$ cat config.mk
export PLATFORM = sky130hd
export DESIGN_NAME = matrix_multiply
export DESIGN_NICKNAME = d
export VERILOG_FILES = /design/src/mm_pkg.sv /design/src/mm_mac.sv /design/src/matrix_multiply.sv
export SDC_FILE = /design/constraint.sdc
export NUM_CORES = 2
export LEC_CHECK = 0
export ABC_AREA = 1
export BUFFER_PORTS_ARGS = -buffer_cell sky130_fd_sc_hd__buf_2
export CAP_MARGIN = 20
export CORE_MARGIN = 2
export CORE_UTILIZATION = 40
export DETAILED_ROUTE_END_ITERATION = 8
export PLACE_DENSITY = 0.54
export SETUP_SLACK_MARGIN = 0.1
export SKIP_CTS_REPAIR_TIMING = 1
export SLEW_MARGIN = 5
export SYNTH_ARGS = -nofsm -noshare
export SYNTH_HDL_FRONTEND = slang
export SYNTH_SLANG_ARGS = --single-unit
$ cat constraint.sdc
create_clock -name clk -period 14.54 [get_ports clk]
set_input_delay 0.727 -clock clk [delete_from_list [all_inputs] [get_ports clk]]
set_output_delay 0.727 -clock clk [all_outputs]
set_load 0.02 [all_outputs]
$ cat src/mm_pkg.sv
// Shared types, codes and helpers for the matrix multiply block.
// No dependencies; used by mm_mac and matrix_multiply.
package mm_pkg;

	localparam int MAX_DIM_DEF = 8;
	localparam int IDX_W       = 3;   // row / column field width
	localparam int CFG_W       = 4;   // dimension register width
	localparam int CFG_IDX_W   = 2;
	localparam int ELEM_W      = 16;  // Q8.8
	localparam int PROD_W      = 2 * ELEM_W;
	localparam int SUM_W       = 36;  // Q20.16, holds MAX_DIM products

	localparam logic [CFG_W-1:0] DIM_RESET = 4'd8;

	// request modes
	localparam logic [1:0] MODE_LOAD_A   = 2'd0;
	localparam logic [1:0] MODE_LOAD_B   = 2'd1;
	localparam logic [1:0] MODE_MULTIPLY = 2'd2;

	// configuration register indexes
	localparam logic [CFG_IDX_W-1:0] REG_ROWS_A = 2'd0;
	localparam logic [CFG_IDX_W-1:0] REG_COLS_A = 2'd1;
	localparam logic [CFG_IDX_W-1:0] REG_ROWS_B = 2'd2;
	localparam logic [CFG_IDX_W-1:0] REG_COLS_B = 2'd3;

	typedef struct packed {
		logic [1:0]              mode;
		logic [IDX_W-1:0]        row;
		logic [IDX_W-1:0]        column;
		logic signed [ELEM_W-1:0] element;
	} request_t;

	typedef struct packed {
		logic [IDX_W-1:0]        out_row;
		logic [IDX_W-1:0]        out_column;
		logic signed [SUM_W-1:0] product;
		logic                    status;
		logic                    last;
	} result_t;

	// control that travels with each term of a dot product
	typedef struct packed {
		logic             first;  // first term: restart the sum
		logic             endk;   // final term: sum is complete
		logic             last;   // final element of the run
		logic [IDX_W-1:0] i;
		logic [IDX_W-1:0] j;
	} term_tag_t;

	// a zero register counts as 1, anything above max counts as max
	function automatic logic [CFG_W-1:0] eff_dim(input logic [CFG_W-1:0] v,
			input logic [CFG_W-1:0] max_dim);
		logic [CFG_W-1:0] r;
		if (v == '0) begin
			r = CFG_W'(1);
		end else if (v > max_dim) begin
			r = max_dim;
		end else begin
			r = v;
		end
		return r;
	endfunction

endpackage

$ cat src/mm_mac.sv
// Multiply-accumulate stage: registered 16x16 product, then 36-bit sum.
// Depends on mm_pkg.
module mm_mac (
	input  logic                               clk,
	input  logic                               arst_n,
	input  logic                               in_valid,
	input  mm_pkg::term_tag_t                  tag,
	input  logic signed [mm_pkg::ELEM_W-1:0]   a,
	input  logic signed [mm_pkg::ELEM_W-1:0]   b,
	output logic                               sum_valid,
	output mm_pkg::term_tag_t                  sum_tag,
	output logic signed [mm_pkg::SUM_W-1:0]    sum
);

	logic                                 valid_s2;
	mm_pkg::term_tag_t                    tag_s2;
	logic signed [mm_pkg::PROD_W-1:0]     prod_s2;
	logic signed [mm_pkg::SUM_W-1:0]      acc_q;
	logic signed [mm_pkg::SUM_W-1:0]      acc_next;

	always_ff @(posedge clk or negedge arst_n) begin
		if (!arst_n) begin
			valid_s2 <= 1'b0;
		end else begin
			valid_s2 <= in_valid;
		end
	end

	always_ff @(posedge clk) begin
		tag_s2  <= tag;
		prod_s2 <= a * b;
		if (valid_s2) begin
			acc_q <= acc_next;
		end
	end

	assign acc_next = (tag_s2.first ? '0 : acc_q) + mm_pkg::SUM_W'(prod_s2);

	assign sum_valid = valid_s2 & tag_s2.endk;
	assign sum_tag   = tag_s2;
	assign sum       = acc_next;

	// a continuing term follows straight on from the previous term
	a_term_contig: assert property (@(posedge clk) disable iff (!arst_n)
		in_valid && !tag.first |-> $past(in_valid))
		else $error("mm_mac: continuing term without a predecessor");

	// the term after a completed sum starts a new one
	a_restart: assert property (@(posedge clk) disable iff (!arst_n)
		in_valid && $past(in_valid && tag.endk) |-> tag.first)
		else $error("mm_mac: sum not restarted after final term");

	a_last_ends: assert property (@(posedge clk) disable iff (!arst_n)
		in_valid && tag.last |-> tag.endk)
		else $error("mm_mac: last mark on a term that does not end a sum");

endmodule

$ cat src/matrix_multiply.sv
// Dense matrix multiply, top level: config registers, A/B element memories,
// read sequencer and output register. Depends on mm_pkg and mm_mac.
// A load is written at its accept edge; a multiply issues one memory read a cycle, set
// by the single read port of each memory; busy stays high until the final result strobes.
// Dimension mismatch: one error result strobes the cycle after accept.
// Loads: one per cycle while idle.
// Reset clears config to 8x8 and the control state; memory contents are undefined.
module matrix_multiply #(
	parameter int MAX_DIM = mm_pkg::MAX_DIM_DEF
) (
	input  logic                           clk,
	input  logic                           arst_n,
	input  logic                           start,
	output logic                           busy,
	input  mm_pkg::request_t               request,
	output logic                           done,
	output mm_pkg::result_t                result,
	input  logic                           cfg_valid,
	output logic                           cfg_ready,
	input  logic [mm_pkg::CFG_IDX_W-1:0]   cfg_index,
	input  logic [mm_pkg::CFG_W-1:0]       cfg_data
);

	localparam int DEPTH  = MAX_DIM * MAX_DIM;
	localparam int ADDR_W = (DEPTH > 1) ? $clog2(DEPTH) : 1;
	localparam logic [mm_pkg::CFG_W-1:0] MAX_DIM_C = mm_pkg::CFG_W'(MAX_DIM);
	localparam logic [ADDR_W-1:0]        STRIDE    = ADDR_W'(MAX_DIM);

	localparam logic [1:0] ST_IDLE  = 2'd0;
	localparam logic [1:0] ST_RUN   = 2'd1;
	localparam logic [1:0] ST_DRAIN = 2'd2;

	logic [mm_pkg::CFG_W-1:0] rows_a_q, cols_a_q, rows_b_q, cols_b_q;
	logic [mm_pkg::CFG_W-1:0] ra_eff, ca_eff, rb_eff, cb_eff;
	logic [mm_pkg::IDX_W-1:0] ra_last, ca_last, cb_last;

	logic [1:0]               state_q;
	logic [mm_pkg::IDX_W-1:0] i_q, j_q, k_q;

	logic accept, in_range, we_a, we_b, dims_ok, issue;
	logic [ADDR_W-1:0] wr_addr, rd_addr_a, rd_addr_b;
	mm_pkg::term_tag_t issue_tag;

	logic signed [mm_pkg::ELEM_W-1:0] mem_a [DEPTH];
	logic signed [mm_pkg::ELEM_W-1:0] mem_b [DEPTH];
	logic signed [mm_pkg::ELEM_W-1:0] a_s1, b_s1;
	logic                             valid_s1;
	mm_pkg::term_tag_t                tag_s1;

	logic                             sum_valid;
	mm_pkg::term_tag_t                sum_tag;
	logic signed [mm_pkg::SUM_W-1:0]  sum;

	logic            done_q;
	mm_pkg::result_t result_q;

	assign cfg_ready = 1'b1;
	assign busy      = (state_q != ST_IDLE);
	assign accept    = start & ~busy;

	always_ff @(posedge clk or negedge arst_n) begin
		if (!arst_n) begin
			rows_a_q <= mm_pkg::DIM_RESET;
			cols_a_q <= mm_pkg::DIM_RESET;
			rows_b_q <= mm_pkg::DIM_RESET;
			cols_b_q <= mm_pkg::DIM_RESET;
		end else if (cfg_valid && cfg_ready) begin
			case (cfg_index)
				mm_pkg::REG_ROWS_A: rows_a_q <= cfg_data;
				mm_pkg::REG_COLS_A: cols_a_q <= cfg_data;
				mm_pkg::REG_ROWS_B: rows_b_q <= cfg_data;
				mm_pkg::REG_COLS_B: cols_b_q <= cfg_data;
				default: ;
			endcase
		end
	end

	assign ra_eff  = mm_pkg::eff_dim(rows_a_q, MAX_DIM_C);
	assign ca_eff  = mm_pkg::eff_dim(cols_a_q, MAX_DIM_C);
	assign rb_eff  = mm_pkg::eff_dim(rows_b_q, MAX_DIM_C);
	assign cb_eff  = mm_pkg::eff_dim(cols_b_q, MAX_DIM_C);
	assign ra_last = mm_pkg::IDX_W'(ra_eff - 1'b1);
	assign ca_last = mm_pkg::IDX_W'(ca_eff - 1'b1);
	assign cb_last = mm_pkg::IDX_W'(cb_eff - 1'b1);
	assign dims_ok = (rb_eff == ca_eff);

	// loads outside the store are dropped
	assign in_range = ({1'b0, request.row} < MAX_DIM_C) &&
	                  ({1'b0, request.column} < MAX_DIM_C);
	assign we_a     = accept && (request.mode == mm_pkg::MODE_LOAD_A) && in_range;
	assign we_b     = accept && (request.mode == mm_pkg::MODE_LOAD_B) && in_range;
	assign wr_addr  = ADDR_W'(request.row) * STRIDE + ADDR_W'(request.column);

	assign issue     = (state_q == ST_RUN);
	assign rd_addr_a = ADDR_W'(i_q) * STRIDE + ADDR_W'(k_q);
	assign rd_addr_b = ADDR_W'(k_q) * STRIDE + ADDR_W'(j_q);

	always_comb begin
		issue_tag.first = (k_q == '0);
		issue_tag.endk  = (k_q == ca_last);
		issue_tag.last  = (i_q == ra_last) && (j_q == cb_last) && (k_q == ca_last);
		issue_tag.i     = i_q;
		issue_tag.j     = j_q;
	end

	// sequencer: k innermost, then j, then i
	always_ff @(posedge clk or negedge arst_n) begin
		if (!arst_n) begin
			state_q <= ST_IDLE;
			i_q     <= '0;
			j_q     <= '0;
			k_q     <= '0;
		end else begin
			case (state_q)
				ST_IDLE: begin
					if (accept && request.mode == mm_pkg::MODE_MULTIPLY && dims_ok) begin
						state_q <= ST_RUN;
						i_q     <= '0;
						j_q     <= '0;
						k_q     <= '0;
					end
				end
				ST_RUN: begin
					if (k_q == ca_last) begin
						k_q <= '0;
						if (j_q == cb_last) begin
							j_q <= '0;
							if (i_q == ra_last) begin
								state_q <= ST_DRAIN;
							end else begin
								i_q <= i_q + 1'b1;
							end
						end else begin
							j_q <= j_q + 1'b1;
						end
					end else begin
						k_q <= k_q + 1'b1;
					end
				end
				ST_DRAIN: begin
					if (done_q && result_q.last) begin
						state_q <= ST_IDLE;
					end
				end
				default: state_q <= ST_IDLE;
			endcase
		end
	end

	// element memories; writes only while idle, so reads never overlap them
	always_ff @(posedge clk) begin
		if (we_a) begin
			mem_a[wr_addr] <= request.element;
		end
		if (we_b) begin
			mem_b[wr_addr] <= request.element;
		end
		a_s1   <= mem_a[rd_addr_a];
		b_s1   <= mem_b[rd_addr_b];
		tag_s1 <= issue_tag;
	end

	always_ff @(posedge clk or negedge arst_n) begin
		if (!arst_n) begin
			valid_s1 <= 1'b0;
		end else begin
			valid_s1 <= issue;
		end
	end

	mm_mac u_mac (
		.clk       (clk),
		.arst_n    (arst_n),
		.in_valid  (valid_s1),
		.tag       (tag_s1),
		.a         (a_s1),
		.b         (b_s1),
		.sum_valid (sum_valid),
		.sum_tag   (sum_tag),
		.sum       (sum)
	);

	always_ff @(posedge clk or negedge arst_n) begin
		if (!arst_n) begin
			done_q <= 1'b0;
		end else begin
			done_q <= sum_valid ||
			          (accept && request.mode == mm_pkg::MODE_MULTIPLY && !dims_ok);
		end
	end

	always_ff @(posedge clk) begin
		if (sum_valid) begin
			result_q.out_row    <= sum_tag.i;
			result_q.out_column <= sum_tag.j;
			result_q.product    <= sum;
			result_q.status     <= 1'b0;
			result_q.last       <= sum_tag.last;
		end else begin
			// error result for incompatible dimensions
			result_q.out_row    <= '0;
			result_q.out_column <= '0;
			result_q.product    <= '0;
			result_q.status     <= 1'b1;
			result_q.last       <= 1'b1;
		end
	end

	assign done   = done_q;
	assign result = result_q;

	a_no_write_busy: assert property (@(posedge clk) disable iff (!arst_n)
		(we_a || we_b) |-> !busy)
		else $error("matrix_multiply: memory write while a multiply runs");

	a_error_last: assert property (@(posedge clk) disable iff (!arst_n)
		done && result.status |-> result.last && !$past(busy))
		else $error("matrix_multiply: malformed error result");

	a_last_idle: assert property (@(posedge clk) disable iff (!arst_n)
		done && result.last && !result.status |=> state_q == ST_IDLE)
		else $error("matrix_multiply: still busy after final result");

	a_ok_busy: assert property (@(posedge clk) disable iff (!arst_n)
		done && !result.status |-> state_q == ST_RUN || state_q == ST_DRAIN)
		else $error("matrix_multiply: product result outside a run");

endmodule
=== After elaboration in Yosys (flattened, before gate mapping) ===
Memory sizes are Yosys's and may differ from the RTL's. A register that Yosys moved wholly into a read port is not among the register bits.
Cells that the tools add are included.

* Add/sub/neg operators: 10
* $mul: 1
* $lt $le $gt $ge: 4
* Equality and inequality tests: 17
* Muxes and demuxes: 30
* Bitwise operators: 3
* Reduce and logical (&&, ||, !) cells: 28

{| class="wikitable"
|+ Operator list
! operator !! count
|-
| adder 36 bit || 1
|-
| 2-to-1 mux 36 bit || 1
|-
| 2-to-1 mux 3 bit || 11
|-
| multiplier 16 x 16 -> 32 bit || 1
|-
| adder 6 x 3 -> 6 bit || 3
|-
| case mux 3 bit (2 select lines) || 3
|-
| > comparator 4 bit, second input constant || 4
|-
| logical NOT 4 bit || 4
|-
| 2-to-1 mux 4 bit || 4
|-
| 2-to-1 mux 2 bit || 6
|-
| AND reduction 2 bit || 5
|-
| AND reduction 5 bit || 2
|-
| adder 3 x 1 -> 3 bit, second input constant || 3
|-
| equality test 3 bit || 3
|-
| subtractor 3 x 1 -> 3 bit, second input constant || 3
|-
| equality test 2 bit, second input constant || 4
|-
| logical AND 1 bit || 8
|-
| equality test 2 x 1 -> 1 bit, second input constant || 3
|-
| logical NOT 2 bit || 3
|-
| != test 2 x 1 -> 1 bit, second input constant || 3
|-
| != test 2 bit, second input constant || 3
|-
| case mux 2 bit (3 select lines) || 1
|-
| equality test 4 bit || 1
|-
| 2-to-1 mux 1 bit || 4
|-
| 7 further kinds || 9
|}

* Register bits: 160
* RAM bits: 2048
* Bits of input ports: 34
* Output and inout bits: 47
* Word-level logic and storage cells: 123
* Memories: 2

{| class="wikitable"
|+ Memories
! memory !! words !! bits a word !! rd ports !! clocked after Yosys merged registers in !! wr ports !! RTL line !! source
|-
| mem_a || 64 || 16 || 1 || 1 || 1 || matrix_multiply.sv:44 || <nowiki>logic signed [mm_pkg::ELEM_W-1:0] mem_a [DEPTH];</nowiki>
|-
| mem_b || 64 || 16 || 1 || 1 || 1 || matrix_multiply.sv:45 || <nowiki>logic signed [mm_pkg::ELEM_W-1:0] mem_b [DEPTH];</nowiki>
|}

=== Longest topological paths before layout ===
* Word-level depth: 9
* Depth in mapped cells: 26
* Mapped depth without buffers: 24

=== Modules after synthesis ===
From an unflattened synthesis, not the netlist that was laid out.

* Cells, all modules: 9455
* Area total of the unflattened synthesis: 101811.4 um^2

{| class="wikitable"
|+ By module, submodules not included
! module !! times used !! cells an instance !! area an instance (um^2) !! seq. area each (um^2)
|-
| matrix_multiply || 1 || 7316 || 86229.0 || 63931.3
|-
| mm_mac || 1 || 2139 || 15582.4 || 1926.8
|}

=== Least setup slack after synthesis ===
Ideal clock, no wire load.

* Path kind: register to register
* From: register b_s1[3] (netlist name) (read register of mem_b)
* To: register u_mac.prod_s2[31] (netlist name)
* Library setup time: 112 ps
* Arrival: 5254 ps
* Data required time: 14428 ps
* Setup slack: 9174 ps
* Stages on the path, launching flop included: 23
* Path buffers: 2
* Period minus slack after synthesis: 5366 ps
* Path through: dfxtp_1 clkbuf_1 clkbuf_1 nand2_1 inv_1 fa_1 fa_1 inv_1 fa_1 fa_1 fa_1 fa_1 inv_1 ha_1 nand2_1 nor2_1 nand2_1 nor3_1 nand2_1 inv_1 nor2_1 nand2_1 nand2_1

* Word-level cells in the longest chain between the ends: 1

{| class="wikitable"
|+ Ends and longest elaborated chain
! item !! RTL line !! source
|-
| start, declared || matrix_multiply.sv:46 || <nowiki>logic signed [mm_pkg::ELEM_W-1:0] a_s1, b_s1;</nowiki>
|-
| multiplier 16 x 16 -> 32 bit || mm_mac.sv:31 || <nowiki>prod_s2 <= a * b;</nowiki>
|-
| end signal, assigned || mm_mac.sv:31 ||
|-
| end, declared || mm_mac.sv:17 || <nowiki>logic signed [mm_pkg::PROD_W-1:0] prod_s2;</nowiki>
|}

No other way between the ends.
A chain may end at the register's enable or synchronous reset.

=== Worst setup path after layout ===
* From: register b_s1[1] (netlist name) (read register of mem_b)
* To: register u_mac.prod_s2[26] (netlist name)

Same word-level chain as after synthesis.

==> results.sh <==
export IMPL_cp_num_buf_inv=3
export IMPL_synth_seq_cells=2240
export IMPL_grt_ovfl_total=0
export IMPL_cts_tree="built"
export IMPL_htreeDepth=4
export IMPL_viasPerCell=5.39
export IMPL_clock_latency_ns=0.90
export IMPL_synth_area_leaders="edfxtp_1 62%, nand2_1 7.5%, fa_1 5.2%"
export IMPL_max_slew_margin_pct=20.0
export IMPL_synth_top_family_by_area="simple AND/OR/NAND/NOR gates"
export IMPL_fin_skew_ns=0.0718
export IMPL_critPathRequiredTime_ns=15.37
export IMPL_cts_reportedPaths_clkPinSlew_ns=0.06
export IMPL_place_inst=12200
export IMPL_timing_fmax_ghz=0.167
export IMPL_synth_simple_area_share_pct=15.5
export IMPL_drive_above_1_share_pct=7.36
export IMPL_final_cell_mix="2084 x edfxtp_1, 2009 x nand2_1, 903 x nor2_1, 829 x nand3_1, 744 x inv_1"
export IMPL_synth_cells=9114
export IMPL_synthXorXnorAreaFrac_pct=0.536
export IMPL_vias=68300
export IMPL_initial_utilization_pct=40.2
export IMPL_cpMaxStageDelayCell="dfxtp_1"
export IMPL_slowest_delay_ns=0.74
export IMPL_place_port_buffers=79
export IMPL_cts_sinks=2240
export IMPL_yosysSeqAreaShare_pct=65.1
export IMPL_grt_first_pass_wirelength_mm=443
export IMPL_first_pass_iters=6
export IMPL_rsz0062_at_grt="no"
export IMPL_syn_area_um2=101000
export IMPL_ant_nets=0
export IMPL_fin_cells=12700
export IMPL_place_ws_ns=8.52
export IMPL_fin_nets=9522
export IMPL_drv_cap=0
export IMPL_ys_flop_type="edfxtp_1"
export IMPL_setup_ws_ns=8.54
export IMPL_dieArea_um2=257000
export IMPL_die_h_um=507
export IMPL_rows=184
export IMPL_synth_top_area_cell="edfxtp_1"
export IMPL_synthMuxAreaShare_pct=0
export IMPL_path_max_fanout=16
export IMPL_syn_num_nets=9535
export IMPL_synth_compound_area_share_pct=6.74
export IMPL_min_path_type="in2reg"
export IMPL_critPathKind="reg2reg"
export IMPL_first_iter_violations=7545
export IMPL_grt_pass1_vias=65100
export IMPL_synth_edf_count=2084
export IMPL_tightest_slew_ns=1.19
export IMPL_layout_commonest_cell="edfxtp_1"
export IMPL_area_delta_synth_final_pct=11.1
export IMPL_drc=0
export IMPL_worst_setup_path_start_kind="flop"
export IMPL_hold_viol=0
export IMPL_path_common_cell="fa_1"
export IMPL_die_x_um=507
export IMPL_cts_made_buffers=231
export IMPL_async_flop_share_pct=1.34
export IMPL_grt_max_degree=193
export IMPL_path_cells="nand2_1, inv_1, fa_1, fa_1, inv_1, fa_1, fa_1, inv_1, fa_1, fa_1, ha_1, nand2_1, nor3_1, nand4_1, nand3_1, xor2_1"
export IMPL_core_area_um2=252000
export IMPL_fin_crit_sh_pct=41.2
export IMPL_gp_congestion=0.884
export IMPL_hpwl_mm=181
export IMPL_grtUsageTotal_pct=23.1
export IMPL_synth_warnings=0
export IMPL_final_util_pct=44.7
export IMPL_synth_top_area_share_pct=61.8
export IMPL_fin_crit_ns=6.00
export IMPL_setup_viol=0
export IMPL_syn_avg_cell_area_um2=11.1
export IMPL_path_delay_family="adder cells"
export IMPL_critPathCaptureType="flop"
export IMPL_post_drt_wl_per_cell_um=23.9
export IMPL_cts_root_buffer="clkbuf_16"
export IMPL_tns_ns=0
export IMPL_grt_antenna_before_repair=16
export IMPL_cts_buffer_depth=3
export IMPL_io_pins=81
export IMPL_status="finished, final reports clean"
export IMPL_final_max_slew_violation_count=0
export IMPL_arrival_ns=6.83
export IMPL_ys_types=43
export IMPL_synthAdderAreaFrac_pct=6.73
export IMPL_wirelength_mm=302
Yosys cell counts, drive strengths merged (2+ instances only):
library cell / count
edfxtp: 2084
nand2: 2011
nor2: 960
nand3: 831
o21ai: 765
inv: 750
o22ai: 321
buf: 284
fa: 263
clkbuf: 243
a21oi: 170
dfxtp: 126
ha: 124
xor2: 36
nor3: 34
dfrtp: 26
xnor2: 26
nand4: 15
o21bai: 14
nand3b: 6
or2: 6
dfstp: 4
and3: 3
nor4: 3
and2: 2
clkinv: 2
path summary, 6_finish.rpt:
path	end	from	slack [ns]	cells past startpoint
min	rows_b_q[3]	cfg_data[3]	0.16	3
min reg2reg	u_mac.sum_tag[5]	tag_s1[5]	0.33	0
max	u_mac.prod_s2[26]	b_s1[1]	8.54	16
max reg2reg	u_mac.prod_s2[26]	b_s1[1]	8.54	16
min in group asynchronous	state_q[1]	arst_n	0.42	2
max in group asynchronous	k_q[1]	arst_n	13.57	2
flip-flops by register name (all words and copies together), names as in the netlist, 2 cells and up:
name / cells
mem_a: 1024
mem_b: 1024
result: 44
u_mac.acc_q: 36
u_mac.prod_s2: 32
a_s1: 16
b_s1: 16
tag_s1: 9
u_mac.sum_tag: 9
cols_a_q: 4
cols_b_q: 4
rows_a_q: 4
rows_b_q: 4
i_q: 3
j_q: 3
k_q: 3
state_q: 2
cell families (layout without fill, tap and decap cells):
kind of cell / Yosys count / after routing
XOR/XNOR: 62 / 62
flip-flops: 2240 / 2240
AND/OR/NAND/NOR: 3871 / 3871
other: 1 / 18
adder cells (fa/ha/maj): 387 / 387
buffers and inverters: 1279 / 1456
AO/OA/AOI/OAI: 1274 / 1274
cell type report:
class | instances | area [µm²]
tap | 3348 | 4190
sequential | 2240 | 65900
antenna | 17 | 42.5
clock buffer | 291 | 6060
inverter | 752 | 2880
clock inverter | 132 | 1160
timing repair buffer | 281 | 2150
multi-input combinational | 5595 | 30100
fill | 23200 | 139000
worst reg2reg max path: stages, from the launching register on:
cell	delay, ns
dfxtp_1	0.74
nand2_1	0.21
inv_1	0.16
fa_1	0.54
fa_1	0.74
inv_1	0.20
fa_1	0.45
fa_1	0.54
inv_1	0.05
fa_1	0.55
fa_1	0.42
ha_1	0.40
nand2_1	0.15
nor3_1	0.36
nand4_1	0.20
nand3_1	0.13
xor2_1	0.15
per-stage QoR:
step	area, µm²	hold WS (ns)
global route	112000	0.141
CTS	112000	-0.173
detailed placement	105000	0.312
finish	112000	0.160
floorplan	101000	0.310
global placement	105000	0.312
per-layer routing:
metal  routed length, µm  global-route usage [%]
met3               24400                    3.71
met5                   0                       0
met1              135000                    34.2
met4                7880                    6.52
met2              135000                    35.2
Power is left out: the tool's default activity adds up to more than one toggle a clock period on the data nets, which glitch-free logic cannot reach.
